===== src/rtl/knight_move_warnsdorff_ranker_core_assert.svh =====
// Assertion macros for the knight move ranker core.
// Included by the top level; has no other dependencies.
`ifndef KNIGHT_MOVE_WARNSDORFF_RANKER_CORE_ASSERT_SVH
`define KNIGHT_MOVE_WARNSDORFF_RANKER_CORE_ASSERT_SVH

`ifndef ASSERT_OFF
// The consequent must hold in the same cycle as the antecedent.
`define KMWR_ASSERT_SAME(lbl, clk, rst_n, ante, cons) \
    lbl: assert property (@(posedge clk) disable iff (!rst_n) (ante) |-> (cons)) \
        else $error("kmwr: same-cycle check failed");
// The consequent must hold in the cycle after the antecedent.
`define KMWR_ASSERT_NEXT(lbl, clk, rst_n, ante, cons) \
    lbl: assert property (@(posedge clk) disable iff (!rst_n) (ante) |=> (cons)) \
        else $error("kmwr: next-cycle check failed");
`else
`define KMWR_ASSERT_SAME(lbl, clk, rst_n, ante, cons)
`define KMWR_ASSERT_NEXT(lbl, clk, rst_n, ante, cons)
`endif

`endif


===== src/rtl/kmwr_pkg.sv =====
// Shared types, codes and the knight jump table for the knight move ranker.
// No dependencies; the core, the jump unit and the rank list import this package.
package kmwr_pkg;

    localparam int POS_W        = 4;
    localparam int SIDE_CFG_W   = 5;
    localparam int TXW          = 7;
    localparam int MAX_MOVES    = 8;
    localparam int IDX_W        = 3;
    localparam int N_W          = 4;

    localparam logic [SIDE_CFG_W-1:0] BOARD_SIDE_RST = 5'd8;

    typedef logic [1:0]            t_status;
    typedef logic signed [TXW-1:0] t_coord;

    localparam t_status ST_FREE    = 2'd0;
    localparam t_status ST_START   = 2'd1;
    localparam t_status ST_VISITED = 2'd2;

    localparam logic FUNC_WRITE = 1'b0;
    localparam logic FUNC_QUERY = 1'b1;

    // Jump order: (+1,+2) (+2,+1) (+2,-1) (+1,-2) (-1,-2) (-2,-1) (-2,+1) (-1,+2).
    localparam t_coord JUMP_DX [MAX_MOVES] = '{7'sd1, 7'sd2, 7'sd2, 7'sd1,
                                               -7'sd1, -7'sd2, -7'sd2, -7'sd1};
    localparam t_coord JUMP_DY [MAX_MOVES] = '{7'sd2, 7'sd1, -7'sd1, -7'sd2,
                                               -7'sd2, -7'sd1, 7'sd1, 7'sd2};

    typedef struct packed {
        logic                func;
        logic [POS_W-1:0]    pos_x;
        logic [POS_W-1:0]    pos_y;
        t_status             cell_status;
        logic                offer_start;
    } t_cmd;

    typedef struct packed {
        logic                cand_valid;
        logic [POS_W-1:0]    cand_x;
        logic [POS_W-1:0]    cand_y;
        logic [N_W-1:0]      onward_count;
        logic                last;
    } t_res;

    typedef struct packed {
        t_coord x;
        t_coord y;
    } t_point;

    typedef struct packed {
        logic [POS_W-1:0] x;
        logic [POS_W-1:0] y;
        logic [N_W-1:0]   count;
    } t_rank_entry;

    // A target qualifies when it is free, or is the start cell and the start is offered.
    function automatic logic status_ok(input t_status st, input logic offer);
        return (st == ST_FREE) || (offer && (st == ST_START));
    endfunction

endpackage


===== src/rtl/knight_move_warnsdorff_ranker_core.sv =====
// A write item is handled in S_IDLE. A query steps through S_OUT_RD and S_OUT_EV for
// each knight jump and stays in S_IN for the inner walk of each candidate, then shows
// its results on consecutive cycles; with no candidate it shows one invalid result.
// Throughput: one query at a time, set by the single cell store read port.
// Reset (synchronous, active low) sets board_side to 8 and then sweeps the cell store
// to all free, with busy high. Results cannot be stalled.
module knight_move_warnsdorff_ranker_core #(
    parameter int MAX_SIDE = 16
) (
    input  logic                                i_clk,
    input  logic                                i_rst_n,
    input  logic                                start,
    output logic                                busy,
    input  kmwr_pkg::t_cmd                      i_cmd,
    input  logic                                i_cfg_we,
    input  logic [kmwr_pkg::SIDE_CFG_W-1:0]     i_cfg_wdata,
    output logic                                o_res_strobe,
    output kmwr_pkg::t_res                      o_res
);
    import kmwr_pkg::*;

`include "knight_move_warnsdorff_ranker_core_assert.svh"

    localparam int DEPTH = MAX_SIDE * MAX_SIDE;
    localparam int AW    = $clog2(DEPTH);
    localparam int SW    = $clog2(MAX_SIDE + 1);

    // Sequencer states. Each query walks the eight jumps from the position; every
    // qualifying target is probed in turn with its own eight jumps, the hits are
    // counted, and the candidate is inserted into the sorted list.
    typedef enum logic [5:0] {
        S_CLEAR  = 6'b000001,
        S_IDLE   = 6'b000010,
        S_OUT_RD = 6'b000100,
        S_OUT_EV = 6'b001000,
        S_IN     = 6'b010000,
        S_EMIT   = 6'b100000
    } t_state;

    t_state                  r_state,      n_state;
    logic [SIDE_CFG_W-1:0]   r_board_side;
    logic [AW-1:0]           r_clr,        n_clr;
    t_point                  r_pos,        n_pos;
    logic                    r_offer,      n_offer;
    logic [IDX_W-1:0]        r_k,          n_k;
    logic [N_W-1:0]          r_j,          n_j;
    t_point                  r_cand,       n_cand;
    t_point                  r_tgt,        n_tgt;
    logic [N_W-1:0]          r_cnt,        n_cnt;
    logic                    r_pend,       n_pend;
    logic                    r_onb,        n_onb;
    logic [IDX_W-1:0]        r_e,          n_e;
    t_res                    r_res,        n_res;
    logic                    r_res_stb,    n_res_stb;

    logic [SW-1:0]           side;
    t_point                  probe_base;
    logic [IDX_W-1:0]        probe_jump;
    t_point                  probe_tgt;
    logic                    probe_onb;
    logic [AW-1:0]           probe_addr;

    logic                    ram_we;
    logic [AW-1:0]           ram_waddr;
    t_status                 ram_wdata;
    t_status                 ram_rdata;

    logic                    list_clear;
    logic                    list_insert;
    t_rank_entry             list_entry;
    t_rank_entry             list_rd;
    logic [N_W-1:0]          list_count;

    logic                    inner_hit;
    logic [N_W-1:0]          cnt_sum;
    logic                    in_store;

    // A board side beyond the store saturates to the store side.
    assign side = (int'(r_board_side) > MAX_SIDE) ? SW'(MAX_SIDE) : SW'(r_board_side);

    // The jump unit serves the outer walk from the position and the inner walk
    // from the current candidate.
    assign probe_base = (r_state == S_IN) ? r_cand : r_pos;
    assign probe_jump = (r_state == S_IN) ? r_j[IDX_W-1:0] : r_k;

    kmwr_probe #(
        .MAX_SIDE (MAX_SIDE)
    ) u_probe (
        .i_base     (probe_base),
        .i_jump     (probe_jump),
        .i_side     (side),
        .o_tgt      (probe_tgt),
        .o_on_board (probe_onb),
        .o_addr     (probe_addr)
    );

    kmwr_ram #(
        .WIDTH ($bits(t_status)),
        .DEPTH (DEPTH)
    ) u_cells (
        .i_clk   (i_clk),
        .i_we    (ram_we),
        .i_waddr (ram_waddr),
        .i_wdata (ram_wdata),
        .i_raddr (probe_addr),
        .o_rdata (ram_rdata)
    );

    // The inner walk issues one read per cycle; the data of the read issued in the
    // previous cycle is judged in this one, so the count trails the issue.
    assign inner_hit = r_pend && r_onb && status_ok(ram_rdata, r_offer);
    assign cnt_sum   = r_cnt + N_W'(inner_hit);

    always_comb begin
        list_entry.x     = r_cand.x[POS_W-1:0];
        list_entry.y     = r_cand.y[POS_W-1:0];
        list_entry.count = cnt_sum;
    end

    kmwr_rank_list u_list (
        .i_clk      (i_clk),
        .i_rst_n    (i_rst_n),
        .i_clear    (list_clear),
        .i_insert   (list_insert),
        .i_entry    (list_entry),
        .i_rd_idx   (r_e),
        .o_rd_entry (list_rd),
        .o_count    (list_count)
    );

    // Writes at a column or row outside the store are dropped.
    assign in_store = (int'(i_cmd.pos_x) < MAX_SIDE) && (int'(i_cmd.pos_y) < MAX_SIDE);

    always_comb begin
        n_state   = r_state;
        n_clr     = r_clr;
        n_pos     = r_pos;
        n_offer   = r_offer;
        n_k       = r_k;
        n_j       = r_j;
        n_cand    = r_cand;
        n_tgt     = r_tgt;
        n_cnt     = r_cnt;
        n_pend    = r_pend;
        n_onb     = r_onb;
        n_e       = r_e;
        n_res     = r_res;
        n_res_stb = 1'b0;

        ram_we      = 1'b0;
        ram_waddr   = '0;
        ram_wdata   = ST_FREE;
        list_clear  = 1'b0;
        list_insert = 1'b0;

        case (r_state)
            S_CLEAR: begin
                ram_we    = 1'b1;
                ram_waddr = r_clr;
                if (r_clr == AW'(DEPTH - 1)) begin
                    n_state = S_IDLE;
                end else begin
                    n_clr = r_clr + AW'(1);
                end
            end

            S_IDLE: begin
                if (start) begin
                    if (i_cmd.func == FUNC_WRITE) begin
                        ram_we    = in_store;
                        ram_waddr = AW'(i_cmd.pos_y) * AW'(MAX_SIDE) + AW'(i_cmd.pos_x);
                        ram_wdata = i_cmd.cell_status;
                    end else begin
                        n_pos.x    = TXW'(i_cmd.pos_x);
                        n_pos.y    = TXW'(i_cmd.pos_y);
                        n_offer    = i_cmd.offer_start;
                        n_k        = '0;
                        list_clear = 1'b1;
                        n_state    = S_OUT_RD;
                    end
                end
            end

            S_OUT_RD: begin
                n_onb   = probe_onb;
                n_tgt   = probe_tgt;
                n_state = S_OUT_EV;
            end

            S_OUT_EV: begin
                if (r_onb && status_ok(ram_rdata, r_offer)) begin
                    n_cand  = r_tgt;
                    n_j     = '0;
                    n_cnt   = '0;
                    n_pend  = 1'b0;
                    n_state = S_IN;
                end else if (r_k == IDX_W'(MAX_MOVES - 1)) begin
                    n_e     = '0;
                    n_state = S_EMIT;
                end else begin
                    n_k     = r_k + IDX_W'(1);
                    n_state = S_OUT_RD;
                end
            end

            S_IN: begin
                n_cnt = cnt_sum;
                if (r_j == N_W'(MAX_MOVES)) begin
                    // Last read judged: the count is final, place the candidate.
                    list_insert = 1'b1;
                    n_pend      = 1'b0;
                    if (r_k == IDX_W'(MAX_MOVES - 1)) begin
                        n_e     = '0;
                        n_state = S_EMIT;
                    end else begin
                        n_k     = r_k + IDX_W'(1);
                        n_state = S_OUT_RD;
                    end
                end else begin
                    n_pend = 1'b1;
                    n_onb  = probe_onb;
                    n_j    = r_j + N_W'(1);
                end
            end

            S_EMIT: begin
                n_res_stb = 1'b1;
                if (list_count == '0) begin
                    // No candidate: a single invalid result closes the query.
                    n_res.cand_valid   = 1'b0;
                    n_res.cand_x       = '0;
                    n_res.cand_y       = '0;
                    n_res.onward_count = '0;
                    n_res.last         = 1'b1;
                    n_state            = S_IDLE;
                end else begin
                    n_res.cand_valid   = 1'b1;
                    n_res.cand_x       = list_rd.x;
                    n_res.cand_y       = list_rd.y;
                    n_res.onward_count = list_rd.count;
                    n_res.last         = (N_W'(r_e) + N_W'(1)) == list_count;
                    if (n_res.last) begin
                        n_state = S_IDLE;
                    end else begin
                        n_e = r_e + IDX_W'(1);
                    end
                end
            end

            default: begin
                n_state = S_IDLE;
            end
        endcase
    end

    always_ff @(posedge i_clk) begin
        if (!i_rst_n) begin
            r_state      <= S_CLEAR;
            r_board_side <= BOARD_SIDE_RST;
            r_clr        <= '0;
            r_k          <= '0;
            r_j          <= '0;
            r_pend       <= 1'b0;
            r_e          <= '0;
            r_res_stb    <= 1'b0;
        end else begin
            r_state   <= n_state;
            r_clr     <= n_clr;
            r_k       <= n_k;
            r_j       <= n_j;
            r_pend    <= n_pend;
            r_e       <= n_e;
            r_res_stb <= n_res_stb;
            if (i_cfg_we) begin
                r_board_side <= i_cfg_wdata;
            end
        end
    end

    always_ff @(posedge i_clk) begin
        r_pos   <= n_pos;
        r_offer <= n_offer;
        r_cand  <= n_cand;
        r_tgt   <= n_tgt;
        r_cnt   <= n_cnt;
        r_onb   <= n_onb;
        r_res   <= n_res;
    end

    assign busy         = (r_state != S_IDLE);
    assign o_res_strobe = r_res_stb;
    assign o_res        = r_res;

    // A result that is not the last one must leave the block still busy.
    `KMWR_ASSERT_SAME(a_more_results_busy, i_clk, i_rst_n, o_res_strobe && !o_res.last, busy)
    // An invalid result is always the only and therefore last one of its query.
    `KMWR_ASSERT_SAME(a_invalid_is_last, i_clk, i_rst_n, o_res_strobe && !o_res.cand_valid, o_res.last)
    // An accepted query occupies the block in the following cycle.
    `KMWR_ASSERT_NEXT(a_query_busy, i_clk, i_rst_n, start && !busy && (i_cmd.func == FUNC_QUERY), busy)
    // A cell write leaves the block idle, with no result strobe.
    `KMWR_ASSERT_NEXT(a_write_idle, i_clk, i_rst_n, start && !busy && (i_cmd.func == FUNC_WRITE), !busy && !o_res_strobe)

endmodule


===== src/rtl/kmwr_ram.sv =====
// Generic single-write, single-read RAM with a registered read port.
// No dependencies.
module kmwr_ram #(
    parameter int WIDTH = 2,
    parameter int DEPTH = 256
) (
    input  logic                     i_clk,
    input  logic                     i_we,
    input  logic [$clog2(DEPTH)-1:0] i_waddr,
    input  logic [WIDTH-1:0]         i_wdata,
    input  logic [$clog2(DEPTH)-1:0] i_raddr,
    output logic [WIDTH-1:0]         o_rdata
);

    logic [WIDTH-1:0] r_mem [DEPTH];
    logic [WIDTH-1:0] r_rdata;

    always_ff @(posedge i_clk) begin
        if (i_we) begin
            r_mem[i_waddr] <= i_wdata;
        end
        r_rdata <= r_mem[i_raddr];
    end

    assign o_rdata = r_rdata;

endmodule


===== src/rtl/kmwr_probe.sv =====
// Shared jump unit: applies one knight jump, checks the board bounds and forms
// the cell address. Depends on kmwr_pkg.
module kmwr_probe #(
    parameter int MAX_SIDE = 16
) (
    input  kmwr_pkg::t_point                        i_base,
    input  logic [kmwr_pkg::IDX_W-1:0]              i_jump,
    input  logic [$clog2(MAX_SIDE+1)-1:0]           i_side,
    output kmwr_pkg::t_point                        o_tgt,
    output logic                                    o_on_board,
    output logic [$clog2(MAX_SIDE*MAX_SIDE)-1:0]    o_addr
);
    import kmwr_pkg::*;

    localparam int AW = $clog2(MAX_SIDE * MAX_SIDE);

    t_point           tgt;
    logic [TXW-1:0]   tx_u;
    logic [TXW-1:0]   ty_u;
    logic             on_board;

    always_comb begin
        tgt.x = i_base.x + JUMP_DX[i_jump];
        tgt.y = i_base.y + JUMP_DY[i_jump];
    end

    assign tx_u = unsigned'(tgt.x);
    assign ty_u = unsigned'(tgt.y);

    assign on_board = !tgt.x[TXW-1] && !tgt.y[TXW-1]
                      && (int'(tx_u) < int'(i_side)) && (int'(ty_u) < int'(i_side));

    // Off-board targets read address zero; the result is discarded anyway.
    assign o_addr = on_board ? (AW'(ty_u) * AW'(MAX_SIDE) + AW'(tx_u)) : '0;
    assign o_tgt      = tgt;
    assign o_on_board = on_board;

endmodule


===== src/rtl/kmwr_rank_list.sv =====
// Eight-entry candidate list kept sorted by onward count, filled by stable insertion.
// Depends on kmwr_pkg.
module kmwr_rank_list (
    input  logic                           i_clk,
    input  logic                           i_rst_n,
    input  logic                           i_clear,
    input  logic                           i_insert,
    input  kmwr_pkg::t_rank_entry          i_entry,
    input  logic [kmwr_pkg::IDX_W-1:0]     i_rd_idx,
    output kmwr_pkg::t_rank_entry          o_rd_entry,
    output logic [kmwr_pkg::N_W-1:0]       o_count
);
    import kmwr_pkg::*;

    t_rank_entry      r_ent [MAX_MOVES];
    t_rank_entry      n_ent [MAX_MOVES];
    logic [N_W-1:0]   r_count;
    logic [MAX_MOVES-1:0] keep;

    // An entry stays in place when it is in use and its count is not greater
    // than the new one; the kept entries form a prefix of the sorted list.
    always_comb begin
        for (int i = 0; i < MAX_MOVES; i++) begin
            keep[i] = (N_W'(i) < r_count) && (r_ent[i].count <= i_entry.count);
        end
        n_ent[0] = keep[0] ? r_ent[0] : i_entry;
        for (int i = 1; i < MAX_MOVES; i++) begin
            if (keep[i]) begin
                n_ent[i] = r_ent[i];
            end else if (keep[i-1]) begin
                n_ent[i] = i_entry;
            end else begin
                n_ent[i] = r_ent[i-1];
            end
        end
    end

    always_ff @(posedge i_clk) begin
        if (!i_rst_n) begin
            r_count <= '0;
        end else if (i_clear) begin
            r_count <= '0;
        end else if (i_insert) begin
            r_count <= r_count + N_W'(1);
        end
    end

    always_ff @(posedge i_clk) begin
        if (i_insert) begin
            r_ent <= n_ent;
        end
    end

    assign o_rd_entry = r_ent[i_rd_idx];
    assign o_count    = r_count;

endmodule

===== config.mk =====
export PLATFORM = sky130hd
export DESIGN_NAME = knight_move_warnsdorff_ranker_core
export DESIGN_NICKNAME = d
export VERILOG_FILES = /design/src/rtl/kmwr_pkg.sv /design/src/rtl/knight_move_warnsdorff_ranker_core.sv /design/src/rtl/kmwr_ram.sv /design/src/rtl/kmwr_probe.sv /design/src/rtl/kmwr_rank_list.sv
export VERILOG_INCLUDE_DIRS = /design/src /design/src/rtl
export SDC_FILE = /design/constraint.sdc
export NUM_CORES = 1
export LEC_CHECK = 0
export BUFFER_PORTS_ARGS = -buffer_cell sky130_fd_sc_hd__buf_2
export CAP_MARGIN = 20
export CORE_MARGIN = 1
export CORE_UTILIZATION = 35
export CTS_BUF_LIST = sky130_fd_sc_hd__clkbuf_8
export DETAILED_ROUTE_END_ITERATION = 10
export GPL_TIMING_DRIVEN = 0
export SLEW_MARGIN = 20
export SYNTH_ARGS = -nofsm -noshare
export SYNTH_HDL_FRONTEND = slang
export SYNTH_SLANG_ARGS = --single-unit

===== constraint.sdc =====
create_clock -name i_clk -period 8.7 [get_ports i_clk]
set_input_delay 0 -clock i_clk [delete_from_list [all_inputs] [get_ports i_clk]]
set_output_delay 0 -clock i_clk [all_outputs]
set_load 0.01 [all_outputs]

=== Word level (Yosys, flattened, before mapping) ===
Memories as Yosys holds them, arrays and structs flattened. A register that Yosys moved wholly into a read port is not among the register bits.
Index checks and enable logic that the tools add are counted.

* Register bits after elaboration: 187
* Bits in writable memories: 512
* Memory bits (read-only): 112
* Input bits: 21
* Logic and storage cells: 224
* Memories kept: 3

* Add/subtract/negate cells: 11
* Order comparisons: 21
* Eq/ne operators: 22
* Muxes and demuxes: 66
* Bitwise operators: 12
* Reduce and logical (&&, ||, !) cells: 42

{| class="wikitable"
|+ Memories
! name !! depth !! bits a word !! rd ports !! clocked after Yosys merged registers in !! wr ports !! RTL line !! text
|-
| u_cells.r_mem || 256 || 2 || 1 || 1 || 1 || kmwr_ram.sv:15 || <nowiki>logic [WIDTH-1:0] r_mem [DEPTH];</nowiki>
|-
| (name not given) || 8 || 7 || 1 || 0 || 0 || kmwr_probe.sv:23 || <nowiki>tgt.x = i_base.x + JUMP_DX[i_jump];</nowiki>
|-
| (name not given) || 8 || 7 || 1 || 0 || 0 || kmwr_probe.sv:24 || <nowiki>tgt.y = i_base.y + JUMP_DY[i_jump];</nowiki>
|}

{| class="wikitable"
|+ Operators by type and width
! kind !! count
|-
| $mux W12 || 9
|-
| $mux W6 || 8
|-
| $bmux W12 S3 || 1
|-
| $pmux W6 S6 || 1
|-
| $mux W3 || 11
|-
| $le A4 B4 Y1 || 8
|-
| $mux W14 || 2
|-
| $mux W7 || 4
|-
| $mux W8 || 3
|-
| $reduce_and A2 Y1 || 12
|-
| $pmux W3 S3 || 2
|-
| $lt A3 B4 Y1 const A || 4
|-
| $ne A2 B2 Y1 const B || 8
|-
| $pmux W4 S2 || 2
|-
| $pmux W8 S2 || 1
|-
| $logic_and A1 B1 Y1 || 15
|-
| $reduce_and A5 Y1 || 3
|-
| $add A7 B7 Y7 || 2
|-
| $lt A7 B5 Y1 || 2
|-
| $mux W1 || 13
|-
| $not A1 Y1 || 10
|-
| $add A4 B1 Y4 const B || 2
|-
| $add A8 B1 Y8 const B || 1
|-
| $add A8 B4 Y8 || 1
|-
| 35 further kinds || 49
|}

=== Longest topological paths before layout ===
* Word-level depth: 13
* Gate-level depth with buffers: 30
* Mapped depth without buffers: 25

=== Modules after synthesis ===
Synthesis repeated with hierarchy kept, for this count alone.

* Cell total of the unflattened synthesis: 2289
* Area total of the unflattened synthesis: 33017.9 µm²

{| class="wikitable"
|+ By module, submodules not included
! module !! times used !! cells each !! area each (µm²) !! sequential area each (µm²)
|-
| kmwr_ram || 1 || 1242 || 21381.8 || 15414.8
|-
| kmwr_rank_list || 1 || 626 || 6927.9 || 2962.8
|-
| knight_move_warnsdorff_ranker_core || 1 || 313 || 3743.6 || 2302.2
|-
| kmwr_probe || 1 || 108 || 964.7 || 0.0
|}

=== Least setup slack after synthesis ===
No wires, ideal clock.

* Kind: reg2reg
* Start: register r_state[0]
* End: register u_cells.r_rdata[1] (netlist: u_cells.o_rdata[1]), read port of u_cells.r_mem
* Arrival time: 6639 ps
* Path slack: 1928 ps
* Cell stages (with the launch flop): 28
* Path buffers: 6
* Clock period less this slack: 6772 ps
* Cells stage by stage: dfxtp_1 -> nor4_2 -> nand3b_1 -> clkbuf_1 -> o21ai_0 -> inv_1 -> ha_1 -> clkbuf_1 -> ha_1 -> fa_1 -> xnor2_1 -> clkinv_1 -> clkbuf_1 -> buf_1 -> clkbuf_1 -> ha_1 -> o21ai_0 -> a31oi_1 -> o211a_1 -> nor4_2 -> nand2_1 -> buf_2 -> a2111o_1 -> o221ai_1 -> a211oi_1 -> o32a_1 -> o41ai_2 -> o32ai_1

{| class="wikitable"
|+ RTL lines
! what !! RTL line !! text
|-
| start: declaration || knight_move_warnsdorff_ranker_core.sv:40 || <nowiki>t_state r_state, n_state;</nowiki>
|-
| start signal: assignment || knight_move_warnsdorff_ranker_core.sv:267 || <nowiki>r_state <= n_state;</nowiki>
|-
| end: declaration || kmwr_ram.sv:16 || <nowiki>logic [WIDTH-1:0] r_rdata;</nowiki>
|}

==> impl_metrics.tcl <==
set metrics [dict create \
    num_vias 22900 \
    gp_congestion 0.980 \
    status "finished clean" \
    cts_root_buffer "clkbuf_8" \
    synth_edf_count 664 \
    hold_ws_ns 0.0484 \
    grt_pass1_wl_um 163000 \
    die_height_um 305 \
    required_ns 9.30 \
    final_nets 2728 \
    period_needed_ns 8.46 \
    htree_num_levels 3 \
    slew_headroom_pct 16.1 \
    fmax_mhz 118 \
    synth-async-reset-ratio_pct 0 \
    wl_met3_um 10900 \
    critPathMaxStageDelay_ns 0.53 \
    routed.top_layer "met4" \
    drive_gt1_share_pct 16.3 \
    post-dp-hpwl_um 80600 \
    critPathMaxFanout 11 \
    ys_seq_elements 701 \
    placed_area_um2 34000 \
    power.density_nw_per_um2 190 \
    via_per_inst 5.86 \
    design_area_um2 36800 \
    reg2regPathDepth 28 \
    netlist_area_um2 32000 \
    clock_skew_ns 0.0414 \
    grt_max_degree 73 \
    finalWirelength_um 115000 \
    layout.cells.non_filler 3911 \
    avgRoutedWirePerCell_um 29.5 \
    wl_met1_um 45400 \
    worstMarginPinSlew_ns 1.26 \
    synthDominantCellAreaShare_pct 62.2 \
    io_pins 37 \
    rsz0062_at_grt "no" \
    critPathCaptureType "flop" \
    ys.flop_type "edfxtp_1" \
    setup_viol 0 \
    die_area_um2 92700 \
    grt_pass1_vias 22700 \
    cts_num_sinks 701 \
    synth_area_leaders "edfxtp_1 (62%), mux4_2 (4.2%), nor2_1 (4.0%), mux2_2 (2.9%), nand2_1 (2.8%)" \
    fin_util_pct 40.8 \
    arrival_ns 9.05 \
    start_kind "flop" \
    drc_errors 0 \
    cts_buffers 115 \
    dr.pass1.iters 6 \
    finalHoldViolations 0 \
    worstSkewPairLatency_ns 0.80 \
    synthDistinctLibCells 89 \
    grt_util_all_layers_pct 24.5 \
    finalCritPeriodShare_pct 97.2 \
    seq_area_frac_synth_pct 64.6 \
    crit_top_cell "clkbuf_4" \
    power_mw 6.99 \
    ant_nets 0 \
    ys_warn_count 0 \
    placed_cells 3649 \
    met2WireLength_um 52700 \
    tritoncts "done" \
    core_um2 90300 \
    yosys.area.top_type "edfxtp_1" \
    syn_nets 2517 \
    row_count 110 \
    max-cap-violations 0 \
    ir_drop_v 0.000149 \
    slowest_stage "fa_1" \
    port_buffers 34 \
    slew_viol_final 0 \
    critPathKind "reg2reg" \
    cts_buffer_depth 3 \
    cts.clk_slew.worst_paths_ns 0.06 \
    drt_iter0_markers 2971 \
    worstHoldPathType "in2reg" \
    hold_depth 2 \
    die_w_um 305 \
    area_growth_pct 14.9 \
    p_leak_nw 12.6 \
    syn_inst 2426 \
    antenna_found_initial 2 \
    grt_overflow 0 \
    initial_utilization_pct 35.5 \
    synth_area_per_cell_um2 13.2 \
]
## synth_stat cells, types with 25 or more instances
cell      number
a211oi_1      25
a21oi_1       53
a31oi_1       33
and2_1        28
clkbuf_1     106
dfxtp_1       37
edfxtp_1     664
ha_1          67
inv_1         49
mux2_2        82
mux2i_1       73
mux4_2        60
nand2_1      235
nand3_1       64
nor2_1       342
nor3_1        25
o21ai_0      107
## layer usage
layer,track usage (%),vias to the layer above
li1,-,9648
met1,31.6,11600
met2,39.2,1386
met3,5.34,321
met4,12.0,0
met5,0,-
## sequential cells by signal (all words and copies together), names as in the netlist
register,count
list_entry,8
o_res,14
o_res_strobe,1
r_board_side,5
r_cand,6
r_clr,8
r_cnt,4
r_e,3
r_j,4
r_k,3
r_offer,1
r_onb,1
r_pend,1
r_pos,8
r_state,6
r_tgt,14
u_cells.o_rdata,2
u_cells.r_mem,512
u_list.o_count,4
u_list.r_ent,96
## final timing paths
path | start | to | slack [ns]
min reg2reg | r_tgt[9]$_DFFE_PP_ | list_entry[10]$_DFFE_PP_ | 0.40
min | i_cmd[3] | r_pos[0]$_DFFE_PP_ | 0.05
max | r_state[0]$_SDFFE_PN1P_ | u_cells.o_rdata[0]$_DFF_P_ | 0.24
max reg2reg | r_state[0]$_SDFFE_PN1P_ | u_cells.o_rdata[0]$_DFF_P_ | 0.24
## cells in the final DEF (no fill, tap or decap), types with 9 or more instances in the layout
cell,n
edfxtp_1,664
nor2_1,339
nand2_1,234
clkbuf_8,117
o21ai_0,105
inv_1,97
clkbuf_1,87
mux2_2,82
mux2i_1,73
ha_1,67
nand3_1,60
mux4_2,60
buf_2,56
a21oi_1,51
dfxtp_1,37
dlygate4sd3_1,35
a31oi_1,33
and2_1,26
clkinv_1,26
nor3_1,25
a211oi_1,24
nor2b_1,20
nand4_1,19
and3_1,17
xnor2_1,16
clkbuf_2,16
buf_4,15
nand2b_1,14
o211ai_1,13
buf_1,12
clkinv_2,12
o32ai_1,12
xor2_1,9
o21a_1,9
a311oi_1,9
a21boi_0,9
## report_power, final
group          leakage (nW)  switching (mW)  internal (mW)
Sequential             6.50          0.0130           3.67
Combinational          4.79           0.414          0.135
Clock                  1.28            1.38           1.38
## worst max-delay path, delay by kind of cell (launching register included)
kind                       cells  cell delay [ns]
buffers and inverters          9             2.52
AOI/OAI and AO/OA              9             2.12
and+or+nand+nor                5             1.55
adders and majority gates      4             1.45
DFF                            1             0.35
xor gates and xnor gates       1             0.28
## per-stage QoR
stage	setup TNS [ns]	setup slack, ns
final	0	0.244
after floorplan	0	1.93
after global placement	-662.94	-3.13
after detailed placement	-6.98	-3.19
after global routing	0	0.0374
after CTS	0	0.00507
## cell type report
cell class                      count  area (um^2)
Fill cell                        8521        53500
Sequential cell                   701        20700
Multi-Input combinational cell   1523        10700
Clock buffer                      117         1610
Tap cell                         1176         1470
Timing Repair Buffer               94          867
Buffer                            149          669
Clock inverter                     95          551
Inverter                           53          201
Antenna cell                        3         7.51
## cell families (layout without fill, tap and decap cells)
family                     count (synthesis)  after routing  synth area share (%)
AOI/OAI and AO/OA                        394            394                  8.48
xor gates and xnor gates                  28             28                 0.765
adders and majority gates                 70             70                  2.80
buffers and inverters                    202            508                  2.53
DFF                                      701            701                  64.6
muxes                                    215            215                  9.38
other                                      0              3                     0
and+or+nand+nor                          816            816                  11.5
## timing repair
| action | 4_1_cts | 5_1_grt |
|---|---|---|
| endpoints found under the setup margin | 3 | 2 |
| hold endpoints to repair | 176 | 0 |
| hold buffers | 35 | 0 |
| resized for setup | 41 | 16 |
| pin swaps | 4 | 2 |
| setup buffers | 7 | 2 |
(Power assumes the default switching activity.)
